[src/slotted_contention_round_macros.svh]
// ============================================================================
// slotted_contention_round_macros.svh
// Assertion macros shared by the slotted contention round RTL.
// ============================================================================
`ifndef SLOTTED_CONTENTION_ROUND_MACROS_SVH
`define SLOTTED_CONTENTION_ROUND_MACROS_SVH
`ifndef SYNTHESIS
// same-cycle implication
`define SCR_ASSERT_IMP(label, clk, rst_n, ante, cons) \
    label: assert property (@(posedge clk) disable iff (!rst_n) (ante) |-> (cons)) \
        else $error("scr assertion failed");
// next-cycle implication
`define SCR_ASSERT_NXT(label, clk, rst_n, ante, cons) \
    label: assert property (@(posedge clk) disable iff (!rst_n) (ante) |=> (cons)) \
        else $error("scr assertion failed");
`else
`define SCR_ASSERT_IMP(label, clk, rst_n, ante, cons)
`define SCR_ASSERT_NXT(label, clk, rst_n, ante, cons)
`endif
`endif

[src/scr_pkg.sv]
// ============================================================================
// scr_pkg
// Types, codes and helpers for the slotted contention round block.
// ============================================================================
package scr_pkg;

    localparam int CFG_W      = 9;
    localparam int CFG_IDX_W  = 1;
    localparam int RND_W      = 16;
    localparam int CNT16_W    = 16;
    localparam int CNT32_W    = 32;
    localparam int SUCC_W     = 9;

    localparam int DIV_BITS   = 4;
    localparam int DIV_STEPS  = RND_W / DIV_BITS;
    localparam int DIV_CNT_W  = $clog2(DIV_STEPS);

    localparam logic [1:0] CMD_ATTEMPT   = 2'd0;
    localparam logic [1:0] CMD_END_ROUND = 2'd1;
    localparam logic [1:0] CMD_RESTART   = 2'd2;

    localparam logic [CFG_IDX_W-1:0] REG_WINDOW_SIZE = 1'd0;
    localparam logic [CFG_IDX_W-1:0] REG_NODE_COUNT  = 1'd1;

    localparam logic [CFG_W-1:0] WINDOW_SIZE_RST = 9'd16;
    localparam logic [CFG_W-1:0] NODE_COUNT_RST  = 9'd16;

    // slot store codes
    localparam int SLOT_EMPTY      = 0;
    localparam int SLOT_COLLIDED   = 1;
    localparam int SLOT_OWNER_BASE = 2;

    typedef struct packed {
        logic [1:0]       cmd;
        logic [7:0]       node_id;
        logic [RND_W-1:0] random_value;
    } scr_in_t;

    typedef struct packed {
        logic [7:0]         slot_taken;
        logic               collided;
        logic               skipped;
        logic [SUCC_W-1:0]  round_successes;
        logic               all_sent;
        logic [CNT32_W-1:0] round_number;
        logic [CNT32_W-1:0] conflict_total;
        logic [CNT32_W-1:0] energy_total;
        logic [CNT16_W-1:0] node_conflicts;
    } scr_out_t;

    typedef struct packed {
        logic               sent;
        logic [CNT16_W-1:0] energy;
        logic [CNT16_W-1:0] conflicts;
    } scr_node_t;

    typedef struct packed {
        logic clear;
        logic round_inc;
        logic energy_inc;
        logic conflict_inc;
    } scr_stat_ev_t;

    typedef enum logic [3:0] {
        S_CLEAR,
        S_IDLE,
        S_NODE_RD,
        S_DIV,
        S_SLOT_RD,
        S_WALK_SLOT,
        S_WALK_NODE,
        S_FIND_RD,
        S_FIND
    } scr_state_t;

    function automatic logic [CNT16_W-1:0] sat_inc16(input logic [CNT16_W-1:0] v);
        return (&v) ? v : v + 16'd1;
    endfunction

    function automatic logic [CNT32_W-1:0] sat_inc32(input logic [CNT32_W-1:0] v);
        return (&v) ? v : v + 32'd1;
    endfunction

endpackage

[src/scr_stats.sv]
// ============================================================================
// scr_stats
// Global saturating counters: round number, conflicts and energy.
// ============================================================================
`include "slotted_contention_round_macros.svh"

module scr_stats
(
    input  logic                          clk,
    input  logic                          rst_n,
    input  scr_pkg::scr_stat_ev_t         ev,
    output logic [scr_pkg::CNT32_W-1:0]   round_number,
    output logic [scr_pkg::CNT32_W-1:0]   conflict_total,
    output logic [scr_pkg::CNT32_W-1:0]   energy_total
);

    logic [scr_pkg::CNT32_W-1:0] round_reg;
    logic [scr_pkg::CNT32_W-1:0] round_next;
    logic [scr_pkg::CNT32_W-1:0] conflict_reg;
    logic [scr_pkg::CNT32_W-1:0] conflict_next;
    logic [scr_pkg::CNT32_W-1:0] energy_reg;
    logic [scr_pkg::CNT32_W-1:0] energy_next;

    always_comb
    begin
        round_next    = round_reg;
        conflict_next = conflict_reg;
        energy_next   = energy_reg;
        if (ev.clear)
        begin
            round_next    = 32'd1;
            conflict_next = '0;
            energy_next   = '0;
        end
        else
        begin
            if (ev.round_inc)
            begin
                round_next = scr_pkg::sat_inc32(round_reg);
            end
            if (ev.conflict_inc)
            begin
                conflict_next = scr_pkg::sat_inc32(conflict_reg);
            end
            if (ev.energy_inc)
            begin
                energy_next = scr_pkg::sat_inc32(energy_reg);
            end
        end
    end

    always_ff @(posedge clk or negedge rst_n)
    begin
        if (!rst_n)
        begin
            round_reg    <= 32'd1;
            conflict_reg <= '0;
            energy_reg   <= '0;
        end
        else
        begin
            round_reg    <= round_next;
            conflict_reg <= conflict_next;
            energy_reg   <= energy_next;
        end
    end

    assign round_number   = round_reg;
    assign conflict_total = conflict_reg;
    assign energy_total   = energy_reg;

    `SCR_ASSERT_IMP(a_round_nonzero, clk, rst_n, 1'b1, round_reg != 32'd0)
    `SCR_ASSERT_NXT(a_clear_round, clk, rst_n, ev.clear, round_reg == 32'd1 && energy_reg == 32'd0)
    `SCR_ASSERT_NXT(a_energy_mono, clk, rst_n, !ev.clear, energy_reg >= $past(energy_reg))

endmodule

[config.mk]
export PLATFORM = sky130hd
export DESIGN_NAME = scr_stats
export DESIGN_NICKNAME = d
export VERILOG_FILES = /design/src/scr_pkg.sv /design/src/scr_stats.sv
export VERILOG_INCLUDE_DIRS = /design/src /design/src/src
export SDC_FILE = /design/constraint.sdc
export NUM_CORES = 1
export LEC_CHECK = 0
export BUFFER_PORTS_ARGS = -buffer_cell sky130_fd_sc_hd__buf_2
export CORE_ASPECT_RATIO = 2
export CORE_MARGIN = 8
export CORE_UTILIZATION = 35
export CTS_CLUSTER_DIAMETER = 40
export DETAILED_ROUTE_END_ITERATION = 8
export HOLD_SLACK_MARGIN = 0.15
export SLEW_MARGIN = 10
export SYNTH_ARGS = -nofsm -noshare
export SYNTH_HDL_FRONTEND = slang
export SYNTH_SLANG_ARGS = --single-unit
[constraint.sdc]
create_clock -name clk -period 3.1 [get_ports clk]
set_input_delay 0.155 -clock clk [delete_from_list [all_inputs] [get_ports clk]]
set_output_delay 0.155 -clock clk [all_outputs]
set_load 0.01 [all_outputs]
==> flow_results.org <==
** Outcome
- The flow ran to the end, and the final reports show no timing, DRC or antenna violations.

** STA
- Count of endpoints failing setup in the final report :: 0
- The number of max-slew violations in the final report was 0.
- Minimum clock period :: about 2500 ps
- Number of hold violations in the final report :: 0
- Fin Clk Skew :: 11.9 ps
- Period utilisation layout :: 80.8%
- Across all setup checks in the final design, the least slack found is 596 ps.
- Setup repair after global routing left no endpoint under its margin.
- Transition time of the tightest slew-check pin :: 637 ps
- On the final layout, the worst hold slack is 236 ps.
- Slew Limit Headroom :: around 56%
- In the final timing run, aggregate negative setup slack is 0 ps.
- Timing would allow up to 399 MHz.

** Route
- Dividing the detail-routed via count by the number of cells gives between 5 and 6.
- Dividing the detail-routed wire length by the instance count gives 17.9 um.
- The detailed router placed 5170 vias in this run.
- Detailed-route wire length :: 16.1 mm
- Final antenna-violating net count :: 0
- DRT iter0 DRCs :: 238
- The first detailed-routing pass took 5 iterations.
- In the routed design, unresolved DRC markers number 0.

** Synthesis
- Leading register cell type out of synthesis :: sky130_fd_sc_hd__dfrtp_1
- After synthesis, the share of flip-flops with an asynchronous set or reset is 100%.
- Area leader, netlist :: sky130_fd_sc_hd__dfrtp_1
- Net Count, Synth :: 601
- #FFs+latches synth :: 96
- Number of synthesized flops with an enable pin :: 0
- Most common cell in the netlist :: sky130_fd_sc_hd__dfrtp_1
- For this run, the register share of the synthesized area comes to 45.5%.
- By count the netlist is led by 95 x sky130_fd_sc_hd__dfrtp_1, 65 x sky130_fd_sc_hd__a21oi_1, 49 x sky130_fd_sc_hd__or3_1, 45 x sky130_fd_sc_hd__o21ai_0, 42 x sky130_fd_sc_hd__nand3_1.
- Syn avg cell area :: 8.91 um2
- Area share of the leading cell type in the synthesized netlist :: a little under half
- Mapped Area :: 5280 um2
- Number of warnings issued by yosys :: 0
- Distinct cell type count after synthesis :: between 40 and 50
- Synthesis produced a netlist whose cell count is 592.
- Cell types with the largest area share after synthesis :: sky130_fd_sc_hd__dfrtp_1 45%, sky130_fd_sc_hd__a21oi_1 6.2%, sky130_fd_sc_hd__or3_1 5.8%

** Critical path
- WS Path Type :: flip-flop to flip-flop
- Depth of the most critical reg-to-reg path :: 6
- Required time at the endpoint of the critical path :: 3330 ps
- Startpoint of the worst setup timing path :: round_number[16]
- In this run the critical register-to-register path is captured at round_number[19].
- Worst-path maximum fanout :: 29
- Setup slack of the most critical reg-to-reg path :: between 500 and 600 ps
- Kind of start point of the critical path :: flip-flop
- End point of the critical path :: round_number[19]
- Origin of the critical flop-to-flop path :: round_number[16]
- Signal arrival time at the worst endpoint :: 2740 ps
- Crit path capture type :: flip-flop

** CTS
- CTS placed an instance of sky130_fd_sc_hd__clkbuf_16 at the clock tree root.
- At the later pin of the worst-skew pair, clock insertion delay measures 350 ps.
- TritonCTS built the clock tree.
- CTS clock-pin slew for the worst setup and hold paths :: approximately 70 ps
- Post-cts repair resize count :: 0
- The clock passes through at most 2 buffers.
- CTS saw 96 sinks.
- In this run, CTS created clock tree buffers numbering 9.
- H-tree depth :: 3

** Global routing
- Global routing used between 15 and 20% of the available tracks.
- Maximum number of pins on one net before global-route repair :: 84
- First-pass GRT wire length :: 25.8 mm
- Antenna violations before repair :: 0
- Vias in the first global route :: 5096
- Remaining Overflow, GRT :: 0

** Placed design
- Worst-case setup slack after placement :: a little over 600 ps
- The count of buffers added on input and output ports is ~100.
- Detailed-placement wirelength estimate :: 12.0 mm
- Routability Congestion :: approximately 0.90

** Flow run
- Max Cap Violations :: 0

** Final layout
- After the last flow step, the layout net total stands at about 710.
- Post-synthesis to final-layout area growth :: 21.6%
- The repair_antennas step left the layout with diodes totalling 0.
- Fraction of layout instances using a drive strength above 1 :: between 20 and 25%

** Pwr
- Leakage power :: around 2.6 nW
- Peak supply drop :: about 0.24 mV
- Dividing total power by cell area gives a power density of between 400 and 500 nW/um2.
- Overall power consumption after layout is estimated at 2.62 mW.

** Floorplanning
- Overall die height :: ~190 um
- The floorplan has 63 rows.
- Die footprint :: 19500 um2
- Die X :: 103 um
- The core region is 14800 um2.
- Pin placement for this block handled 102 I/O pins.
- Once the floorplan was initialized, standard cells occupied a little over a third of the core.

** Worst hold path
- The min-delay analysis places its worst path in the category primary input to async pin.
how the worst min path moves through the flow:
stage	depth (start not counted)	slack, ps	to
floorplan	0	-140	conflict_total[0]
global placement	1	430	conflict_total[30]
detailed placement	1	430	conflict_total[30]
CTS	3	220	round_number[24]
global route	2	270	conflict_total[10]
finish	2	240	conflict_total[11]
state kept, by name (all words and copies together) (netlist names):
register        flops
energy_total       32
round_number       32
conflict_total     32
logic make-up after synthesis:
family                     Yosys count  synth area share [%]
muxes                                9                  1.85
DFF                                 96                  45.5
xor gates and xnor gates            18                  2.99
buffers and inverters               39                  3.01
AOI/OAI and AO/OA                  154                  17.1
adders and majority gates            3                 0.711
and+or+nand+nor                    273                  28.8
layout make-up:
type	count	area [um2]
flip-flops and latches	96	2400
well taps	195	244
clock inverters	5	81.3
clock buffers	10	239
inverters	16	60.1
fillers	1534	8400
repair buffers	118	661
multi-input cells	457	2730
critical path, cell delays in order, from the launching register on:
cell and delay [ps]:
sky130_fd_sc_hd__dfrtp_1 430, sky130_fd_sc_hd__nand3_1 190, sky130_fd_sc_hd__or4_1 690, sky130_fd_sc_hd__o41ai_2 390
sky130_fd_sc_hd__buf_4 310, sky130_fd_sc_hd__nor4_1 100, sky130_fd_sc_hd__mux2_2 280
per-stage QoR:
stage,instance area (um2),instances,util [%]
2_1_floorplan,5280,592,-
3_3_place_gp,6050,879,40.8
3_5_place_dp,6050,879,40.8
4_1_cts,6390,896,43.1
5_1_grt,6420,897,43.3
6_report,6420,897,43.3
layer usage:
layer | GRT usage, % | up-vias | wire, um
li1 | - | 2463 | -
met1 | 17.8 | 2540 | 5970
met2 | 30.5 | 142 | 8850
met4 | 7.40 | 0 | 422
met5 | 0 | - | 0
met3 | 3.33 | 25 | 808
power breakdown:
group	switching, mW	leakage (nW)	internal [mW]	total [mW]
combinational	0.0878	1.12	0.0362	0.124
clock	0.497	0.155	0.725	1.22
sequential	0.0149	1.33	1.26	1.28
total	0.600	2.61	2.02	2.62
layout by cell type (no fill, tap or decap), types with 2 or more instances in the layout:
master	n
sky130_fd_sc_hd__nor4_1	16
sky130_fd_sc_hd__o31ai_2	2
sky130_fd_sc_hd__a211oi_1	3
sky130_fd_sc_hd__or4b_1	3
sky130_fd_sc_hd__nor2_1	41
sky130_fd_sc_hd__o31a_1	2
sky130_fd_sc_hd__xor2_1	9
sky130_fd_sc_hd__xnor2_1	9
sky130_fd_sc_hd__ha_1	3
sky130_fd_sc_hd__inv_1	16
sky130_fd_sc_hd__and3_1	4
sky130_fd_sc_hd__nand2_1	36
sky130_fd_sc_hd__buf_2	100
sky130_fd_sc_hd__buf_4	15
sky130_fd_sc_hd__and4_1	8
sky130_fd_sc_hd__or4_1	23
sky130_fd_sc_hd__o31ai_1	20
sky130_fd_sc_hd__bufinv_16	2
sky130_fd_sc_hd__o21ai_0	45
sky130_fd_sc_hd__o41ai_1	3
sky130_fd_sc_hd__nor3_1	11
sky130_fd_sc_hd__nand3_1	42
sky130_fd_sc_hd__or3_1	49
sky130_fd_sc_hd__nand4_1	26
sky130_fd_sc_hd__and2_1	2
sky130_fd_sc_hd__a21oi_1	65
sky130_fd_sc_hd__clkbuf_16	9
sky130_fd_sc_hd__or2_2	3
sky130_fd_sc_hd__dfrtp_1	95
sky130_fd_sc_hd__dlygate4sd3_1	2
sky130_fd_sc_hd__o211ai_1	2
sky130_fd_sc_hd__o2111ai_1	2
sky130_fd_sc_hd__mux2i_1	3
sky130_fd_sc_hd__o21a_1	4
sky130_fd_sc_hd__nor2b_1	5
sky130_fd_sc_hd__mux2_2	6
what timing repair did:
item                      4_1_cts  5_1_grt
hold endpoints to repair       89        0
hold buffers                    2        0
buffers inserted                0        0
Note: power is estimated with default switching activity, not from simulation.
