==> src/slotted_contention_round_macros.svh <==
// ============================================================================
// slotted_contention_round_macros.svh
// Assertion macros shared by the slotted contention round RTL.
// ============================================================================
`ifndef SLOTTED_CONTENTION_ROUND_MACROS_SVH
`define SLOTTED_CONTENTION_ROUND_MACROS_SVH
`ifndef SYNTHESIS
// same-cycle implication
`define SCR_ASSERT_IMP(label, clk, rst_n, ante, cons) \
    label: assert property (@(posedge clk) disable iff (!rst_n) (ante) |-> (cons)) \
        else $error("scr assertion failed");
// next-cycle implication
`define SCR_ASSERT_NXT(label, clk, rst_n, ante, cons) \
    label: assert property (@(posedge clk) disable iff (!rst_n) (ante) |=> (cons)) \
        else $error("scr assertion failed");
`else
`define SCR_ASSERT_IMP(label, clk, rst_n, ante, cons)
`define SCR_ASSERT_NXT(label, clk, rst_n, ante, cons)
`endif
`endif

==> src/scr_pkg.sv <==
// ============================================================================
// scr_pkg
// Types, codes and helpers for the slotted contention round block.
// ============================================================================
package scr_pkg;

    localparam int CFG_W      = 9;
    localparam int CFG_IDX_W  = 1;
    localparam int RND_W      = 16;
    localparam int CNT16_W    = 16;
    localparam int CNT32_W    = 32;
    localparam int SUCC_W     = 9;

    localparam int DIV_BITS   = 4;
    localparam int DIV_STEPS  = RND_W / DIV_BITS;
    localparam int DIV_CNT_W  = $clog2(DIV_STEPS);

    localparam logic [1:0] CMD_ATTEMPT   = 2'd0;
    localparam logic [1:0] CMD_END_ROUND = 2'd1;
    localparam logic [1:0] CMD_RESTART   = 2'd2;

    localparam logic [CFG_IDX_W-1:0] REG_WINDOW_SIZE = 1'd0;
    localparam logic [CFG_IDX_W-1:0] REG_NODE_COUNT  = 1'd1;

    localparam logic [CFG_W-1:0] WINDOW_SIZE_RST = 9'd16;
    localparam logic [CFG_W-1:0] NODE_COUNT_RST  = 9'd16;

    // slot store codes
    localparam int SLOT_EMPTY      = 0;
    localparam int SLOT_COLLIDED   = 1;
    localparam int SLOT_OWNER_BASE = 2;

    typedef struct packed {
        logic [1:0]       cmd;
        logic [7:0]       node_id;
        logic [RND_W-1:0] random_value;
    } scr_in_t;

    typedef struct packed {
        logic [7:0]         slot_taken;
        logic               collided;
        logic               skipped;
        logic [SUCC_W-1:0]  round_successes;
        logic               all_sent;
        logic [CNT32_W-1:0] round_number;
        logic [CNT32_W-1:0] conflict_total;
        logic [CNT32_W-1:0] energy_total;
        logic [CNT16_W-1:0] node_conflicts;
    } scr_out_t;

    typedef struct packed {
        logic               sent;
        logic [CNT16_W-1:0] energy;
        logic [CNT16_W-1:0] conflicts;
    } scr_node_t;

    typedef struct packed {
        logic clear;
        logic round_inc;
        logic energy_inc;
        logic conflict_inc;
    } scr_stat_ev_t;

    typedef enum logic [3:0] {
        S_CLEAR,
        S_IDLE,
        S_NODE_RD,
        S_DIV,
        S_SLOT_RD,
        S_WALK_SLOT,
        S_WALK_NODE,
        S_FIND_RD,
        S_FIND
    } scr_state_t;

    function automatic logic [CNT16_W-1:0] sat_inc16(input logic [CNT16_W-1:0] v);
        return (&v) ? v : v + 16'd1;
    endfunction

    function automatic logic [CNT32_W-1:0] sat_inc32(input logic [CNT32_W-1:0] v);
        return (&v) ? v : v + 32'd1;
    endfunction

endpackage

==> src/scr_mod.sv <==
// ============================================================================
// scr_mod
// Iterative remainder unit: random word modulo window size, four bits a cycle.
// ============================================================================
module scr_mod
(
    input  logic                         clk,
    input  logic                         rst_n,
    input  logic                         start,
    input  logic [scr_pkg::RND_W-1:0]    dividend,
    input  logic [scr_pkg::CFG_W-1:0]    divisor,
    output logic                         done,
    output logic [scr_pkg::CFG_W-1:0]    remainder
);

    logic [scr_pkg::CFG_W-1:0]     rem_reg;
    logic [scr_pkg::CFG_W-1:0]     rem_next;
    logic [scr_pkg::RND_W-1:0]     dvd_reg;
    logic [scr_pkg::CFG_W-1:0]     dsr_reg;
    logic [scr_pkg::DIV_CNT_W-1:0] cnt_reg;
    logic                          run_reg;
    logic                          done_reg;

    always_comb
    begin
        logic [scr_pkg::CFG_W:0] r;
        r = {1'b0, rem_reg};
        for (int i = 0; i < scr_pkg::DIV_BITS; i++)
        begin
            r = {r[scr_pkg::CFG_W-1:0], dvd_reg[scr_pkg::RND_W-1-i]};
            if (r >= {1'b0, dsr_reg})
            begin
                r = r - {1'b0, dsr_reg};
            end
        end
        rem_next = r[scr_pkg::CFG_W-1:0];
    end

    always_ff @(posedge clk or negedge rst_n)
    begin
        if (!rst_n)
        begin
            run_reg  <= 1'b0;
            done_reg <= 1'b0;
            cnt_reg  <= '0;
        end
        else
        begin
            done_reg <= 1'b0;
            if (start)
            begin
                run_reg <= 1'b1;
                cnt_reg <= '0;
            end
            else if (run_reg)
            begin
                cnt_reg <= cnt_reg + 1'b1;
                if (cnt_reg == scr_pkg::DIV_CNT_W'(scr_pkg::DIV_STEPS - 1))
                begin
                    run_reg  <= 1'b0;
                    done_reg <= 1'b1;
                end
            end
        end
    end

    always_ff @(posedge clk)
    begin
        if (start)
        begin
            rem_reg <= '0;
            dvd_reg <= dividend;
            dsr_reg <= divisor;
        end
        else if (run_reg)
        begin
            rem_reg <= rem_next;
            dvd_reg <= dvd_reg << scr_pkg::DIV_BITS;
        end
    end

    assign done      = done_reg;
    assign remainder = rem_reg;

endmodule

==> config.mk <==
export PLATFORM = sky130hd
export DESIGN_NAME = scr_mod
export DESIGN_NICKNAME = d
export VERILOG_FILES = /design/src/slotted_contention_round_macros.svh /design/src/scr_pkg.sv /design/src/scr_mod.sv
export SDC_FILE = /design/constraint.sdc
export NUM_CORES = 1
export LEC_CHECK = 0
export CORE_MARGIN = 5
export CORE_UTILIZATION = 70
export CTS_BUF_LIST = sky130_fd_sc_hd__clkbuf_16
export DETAILED_ROUTE_END_ITERATION = 6
export DONT_BUFFER_PORTS = 1
export GPL_ROUTABILITY_DRIVEN = 0
export PLACE_DENSITY = 0.86
export SYNTH_ARGS = -nofsm -noshare
export SYNTH_HDL_FRONTEND = slang
export SYNTH_SLANG_ARGS = --single-unit
==> constraint.sdc <==
create_clock -name clk -period 15.3 [get_ports clk]
set_clock_uncertainty 0.15 [all_clocks]
set_input_delay 1.53 -clock clk [delete_from_list [all_inputs] [get_ports clk]]
set_output_delay 1.53 -clock clk [all_outputs]
set_load 0.01 [all_outputs]
==> results of run 1 <==
path summary, 6_finish.rpt:
check	depth (start not counted)	startpoint	slack, ps	end
worst max register to register	35	dvd_reg[15]$_DFFE_PP_	5400	remainder[0]$_SDFFE_PP0P_
worst min-delay path	2	cnt_reg[1]$_DFFE_PN0P_	400	cnt_reg[1]$_DFFE_PN0P_
worst max-delay path	35	dvd_reg[15]$_DFFE_PP_	5400	remainder[0]$_SDFFE_PP0P_
max in group asynchronous	0	rst_n	14130	done$_DFF_PN0_
min in group asynchronous	0	rst_n	800	cnt_reg[1]$_DFFE_PN0P_
worst min register to register	2	cnt_reg[1]$_DFFE_PN0P_	400	cnt_reg[1]$_DFFE_PN0P_
cell type report:
type / instances / area (sq um)
clock buffer: 5 / 125.1
clock inverter: 3 / 12.51
fill: 331 / 1122
inverter: 25 / 93.84
multi-input combinational: 276 / 2255
sequential: 38 / 1031
tap: 67 / 83.83
worst max-delay path: cells and delay by family (launching register included):
| family | cells | cell delay (ps) |
|---|---|---|
| flip-flops | 1 | 410 |
| multiplexers | 3 | 1100 |
| AO/OA/AOI/OAI | 17 | 4650 |
| adder cells (fa/ha/maj) | 5 | 1800 |
| AND/OR/NAND/NOR | 7 | 1480 |
| buffers and inverters | 3 | 230 |
placed cells by master, fill, tap and decap left out, drive strengths merged, types with 9 or more instances in the layout:
cell type  count
xnor2         15
a21oi         19
inv           26
nor2          30
nand2         17
ha            37
xor2           9
mux2          23
mux2i         13
o21ai         15
a21o          11
edfxtp        25
dfxtp          9
a211oi        13
layer usage:
metal	vias to the layer above	wire length [microns]	GRT usage (%)
met5	-	0	0
met4	0	232	9.628
met3	19	484	5.982
met2	97	3846	43.87
met1	1259	3371	33.14
li1	1283	-	-
through the flow:
stage,area (sq um),setup slack [ps],util (%),hold WS [ps],instances
after floorplan,3421,6721,-,340.4,348
after global placement,3463,5992,73.32,358.9,406
after detailed placement,3463,5688,73.32,389.3,406
after CTS,3601,5542,76.24,403.2,414
after global routing,3601,4755,76.24,423.9,414
final,3601,5397,76.24,396.9,414
cell families (layout without fill, tap and decap cells):
group / Yosys count / count (layout) / synth area share [%]
and+or+nand+nor: 91 / 91 / 14.41
muxes: 36 / 36 / 11.38
xor gates and xnor gates: 24 / 24 / 6.145
adders and majority gates: 41 / 41 / 15.87
buffers and inverters: 34 / 33 / 3.950
DFF: 38 / 38 / 30.14
AOI/OAI and AO/OA: 84 / 84 / 18.11
==> impl_metrics.json, run 1 <==
{
  "netlist_area_sq_um": 3421,
  "cts.clk_slew.worst_paths_ps": 50,
  "seq_area_frac_synth_pct": 30.14,
  "fin_crit_ps": 9903,
  "synthTopCellsByArea": "edfxtp_1, ha_1, mux2_2, dfxtp_1, xnor2_1",
  "synth_fp_nets": 417,
  "status": "finished clean",
  "cp_common_cell": "a21oi_1",
  "final-setup-viol-count": 0,
  "tightest_slew_ps": 774.4,
  "cp.arrival_ps": 9940,
  "syn_inst": 348,
  "yosysMostFrequentCell": "ha_1",
  "io_buffers": 0,
  "die_area_sq_um": 6385,
  "hold_path_class": "register to register",
  "drc": 0,
  "drive_gt1_share_pct": 11.82,
  "synthFlopType": "edfxtp_1",
  "cts_tree": "yes",
  "grt_start_max_net_pins": 39,
  "rsz0062_at_grt": "no",
  "cp-end-kind": "register",
  "start_util_pct": 72.42,
  "first_pass_iters": 5,
  "track_usage_pct": 26.30,
  "clock_sinks": 38,
  "maxSlewViolCount": 0,
  "core-area_sq_um": 4723,
  "synth_common_cells": "ha_1, nor2_1, edfxtp_1, inv_1, mux2_2",
  "grt_pass1_vias": 2638,
  "rows": 25,
  "ys_types": 54,
  "cts_htree_levels": 2,
  "viasPerCell": 6.420,
  "first_iter_violations": 171,
  "synth_top_area_share_pct": 21.95,
  "clock_path_buffers": 2,
  "cts_resized": 0,
  "num_io_pins": 38,
  "hpwlAfterDp_microns": 6202,
  "hold_buffers": 0,
  "largest_reg_flops": 16,
  "drv_cap": 0,
  "worstSkewPairLatency_ps": 280,
  "critPathMaxFanout": 12,
  "postCtsSetupRepairBufs": 0,
  "crit_required_ps": 15340,
  "fin_crit_sh_pct": 64.72,
  "die-width_microns": 79.91,
  "ant_nets": 0,
  "hold_viol_final": 0,
  "cpMaxStageDelayCell": "a311oi_1",
  "crit_type": "register to register",
  "diodes": 0,
  "ys_seq_elements": 38,
  "wl_per_cell_microns": 19.16,
  "synth_edf_count": 25,
  "synth.avg_cell_area_sq_um": 9.830,
  "final.setup.tns_ps": 0,
  "die_y_microns": 79.91,
  "slew_headroom_pct": 48.27,
  "antenna_found_initial": 0,
  "layout-area-overhead-vs-synth_pct": 5.267,
  "yosys_warnings": 0,
  "fmax_mhz": 101.0,
  "start_kind": "register",
  "max_stage_delay_ps": 620,
  "grt_overflow_total": 0,
  "drt-total-wl_microns": 7934,
  "synth_top_cell_by_area": "edfxtp_1",
  "cts_buffers": 5,
  "async_reset_ff_share_pct": 10.53,
  "num_vias": 2658,
  "nets": 415,
  "grt_pass1_wl_microns": 12960,
  "cts_root_buf": "clkbuf_16"
}
Power of run 1 is left out: the tool's default activity adds up to more than one toggle a clock period on the data nets, which glitch-free logic cannot reach.
==> run 2: changes to the inputs <==
--- a/config.mk
+++ b/config.mk
@@ -6,12 +6,12 @@
 export NUM_CORES = 1
 export LEC_CHECK = 0
 export CORE_MARGIN = 5
-export CORE_UTILIZATION = 70
+export CORE_UTILIZATION = 59
 export CTS_BUF_LIST = sky130_fd_sc_hd__clkbuf_16
 export DETAILED_ROUTE_END_ITERATION = 6
 export DONT_BUFFER_PORTS = 1
 export GPL_ROUTABILITY_DRIVEN = 0
-export PLACE_DENSITY = 0.86
+export PLACE_DENSITY = 0.78
 export SYNTH_ARGS = -nofsm -noshare
 export SYNTH_HDL_FRONTEND = slang
 export SYNTH_SLANG_ARGS = --single-unit
==> constraint.sdc (replaced) <==
create_clock -name clk -period 8.08 [get_ports clk]
set_clock_uncertainty 0.15 [all_clocks]
set_input_delay 0.808 -clock clk [delete_from_list [all_inputs] [get_ports clk]]
set_output_delay 0.808 -clock clk [all_outputs]
set_load 0.01 [all_outputs]
==> impl_metrics.json, run 2 (synthesis gave the netlist of run 1 again) <==
{
  "status": "finished clean",
  "drive_gt1_share_pct": 28.09,
  "fin_crit_sh_pct": 97.54,
  "first_iter_violations": 205,
  "largest_reg_flops": 16,
  "layout-area-overhead-vs-synth_pct": 19.86,
  "cts_tree": "yes",
  "final_common_cell": "buf_4",
  "layout_common_cells": "buf_4, ha_1, nor2_1",
  "antenna_found_initial": 0,
  "dp.cells": 441,
  "fin_crit_ps": 7881,
  "grt_pass1_vias": 2851,
  "cp.arrival_ps": 7930,
  "wl_per_cell_microns": 20.02,
  "hpwlAfterDp_microns": 7047,
  "worstSkewPairLatency_ps": 280,
  "first_pass_iters": 5,
  "grt_pass1_wl_microns": 14120,
  "io_buffers": 0,
  "cts_buffers": 5,
  "slew_headroom_pct": 59.43,
  "grt_overflow_total": 0,
  "max_stage_delay_ps": 410,
  "die_y_microns": 86.15,
  "diodes": 0,
  "clock_sinks": 38,
  "viasPerCell": 6.372,
  "track_usage_pct": 24.80,
  "hold_viol_final": 0,
  "grt_start_max_net_pins": 39,
  "nets": 456,
  "cts_htree_levels": 2,
  "num_vias": 2931,
  "die-width_microns": 86.15,
  "fmax_mhz": 126.9,
  "clock_path_buffers": 2,
  "cts.clk_slew.worst_paths_ps": 60,
  "drc": 0,
  "maxSlewViolCount": 0,
  "final_cells": 460,
  "num_io_pins": 38,
  "start_kind": "register",
  "cp_common_cell": "ha_1",
  "hold_path_class": "primary input to async pin",
  "crit_type": "register to register",
  "drt-total-wl_microns": 9210,
  "core-area_sq_um": 5574,
  "tightest_slew_ps": 608.5,
  "die_area_sq_um": 7421,
  "cpMaxStageDelayCell": "ha_1",
  "cp-end-kind": "register",
  "start_util_pct": 61.37,
  "drv_cap": 0,
  "ant_nets": 0,
  "final-setup-viol-count": 0,
  "rows": 27,
  "critPathMaxFanout": 5,
  "hold_ws_ps": 63.19,
  "crit_required_ps": 8130,
  "cts_root_buf": "clkbuf_16"
}
## run 2: cell count changes in the layout (fill, tap and decap cells not counted), sizes merged
cell   change
a211o      +1
buf       +40
## run 2: path summary, 6_finish.rpt
| check | cells after the start | end | slack (ps) | start |
|---|---|---|---|---|
| max | 33 | remainder[0]$_SDFFE_PP0P_ | 200 | dsr_reg[6]$_DFFE_PP_ |
| min | 0 | done$_DFF_PN0_ | 60 | rst_n |
| max reg2reg | 33 | remainder[0]$_SDFFE_PP0P_ | 200 | dsr_reg[6]$_DFFE_PP_ |
| min reg2reg | 2 | cnt_reg[1]$_DFFE_PN0P_ | 380 | cnt_reg[1]$_DFFE_PN0P_ |
| max in group asynchronous | 0 | run_reg$_DFF_PN0_ | 7640 | rst_n |
| min in group clk | 2 | cnt_reg[1]$_DFFE_PN0P_ | 380 | cnt_reg[1]$_DFFE_PN0P_ |
## run 2: area by class of cell
cell class / count / area [sq um]
Inverter: 25 / 93.84
Clock inverter: 3 / 13.76
Multi-Input combinational cell: 277 / 2439
Clock buffer: 5 / 125.1
Sequential cell: 38 / 1031
Tap cell: 72 / 90.09
Fill cell: 384 / 1474
Timing Repair Buffer: 40 / 307.8
## run 2: metal layers
layer | track usage [%] | wire (microns) | up-vias
li1 | - | - | 1371
met1 | 31.03 | 3673 | 1376
met2 | 38.54 | 4252 | 153
met3 | 8.165 | 805 | 31
met4 | 11.65 | 478 | 0
met5 | 0 | 0 | -
## run 2: worst max-delay path: cells and delay by family (launching register included)
kind / cells / cell delay (ps)
AOI/OAI and AO/OA: 14 / 2850
adders and majority gates: 4 / 1320
buffers and inverters: 3 / 340
DFF: 1 / 330
muxes: 5 / 1290
and+or+nand+nor: 7 / 1510
## run 2: metrics by stage
step	TNS [ps]	util (%)	cell area [sq um]	setup WS [ps]
2_1_floorplan	0	-	3466	6.438
3_3_place_gp	0	67.03	3736	103.4
3_5_place_dp	-85.94	67.03	3736	-27.38
4_1_cts	0	69.74	3887	4.702
5_1_grt	-1032	73.56	4100	-177.9
6_report	0	73.56	4100	198.7
## run 2: timing repair
item / in CTS / in global routing
pin swaps: 0 / 20
buffers inserted: 0 / 10
resized for setup: 3 / 26
setup endpoints to repair: 5 / 9
endpoints found under the hold margin: 0 / 0
gates cloned: 0 / 1
hold buffers: 0 / 0
Power of run 2 is left out for the same reason.
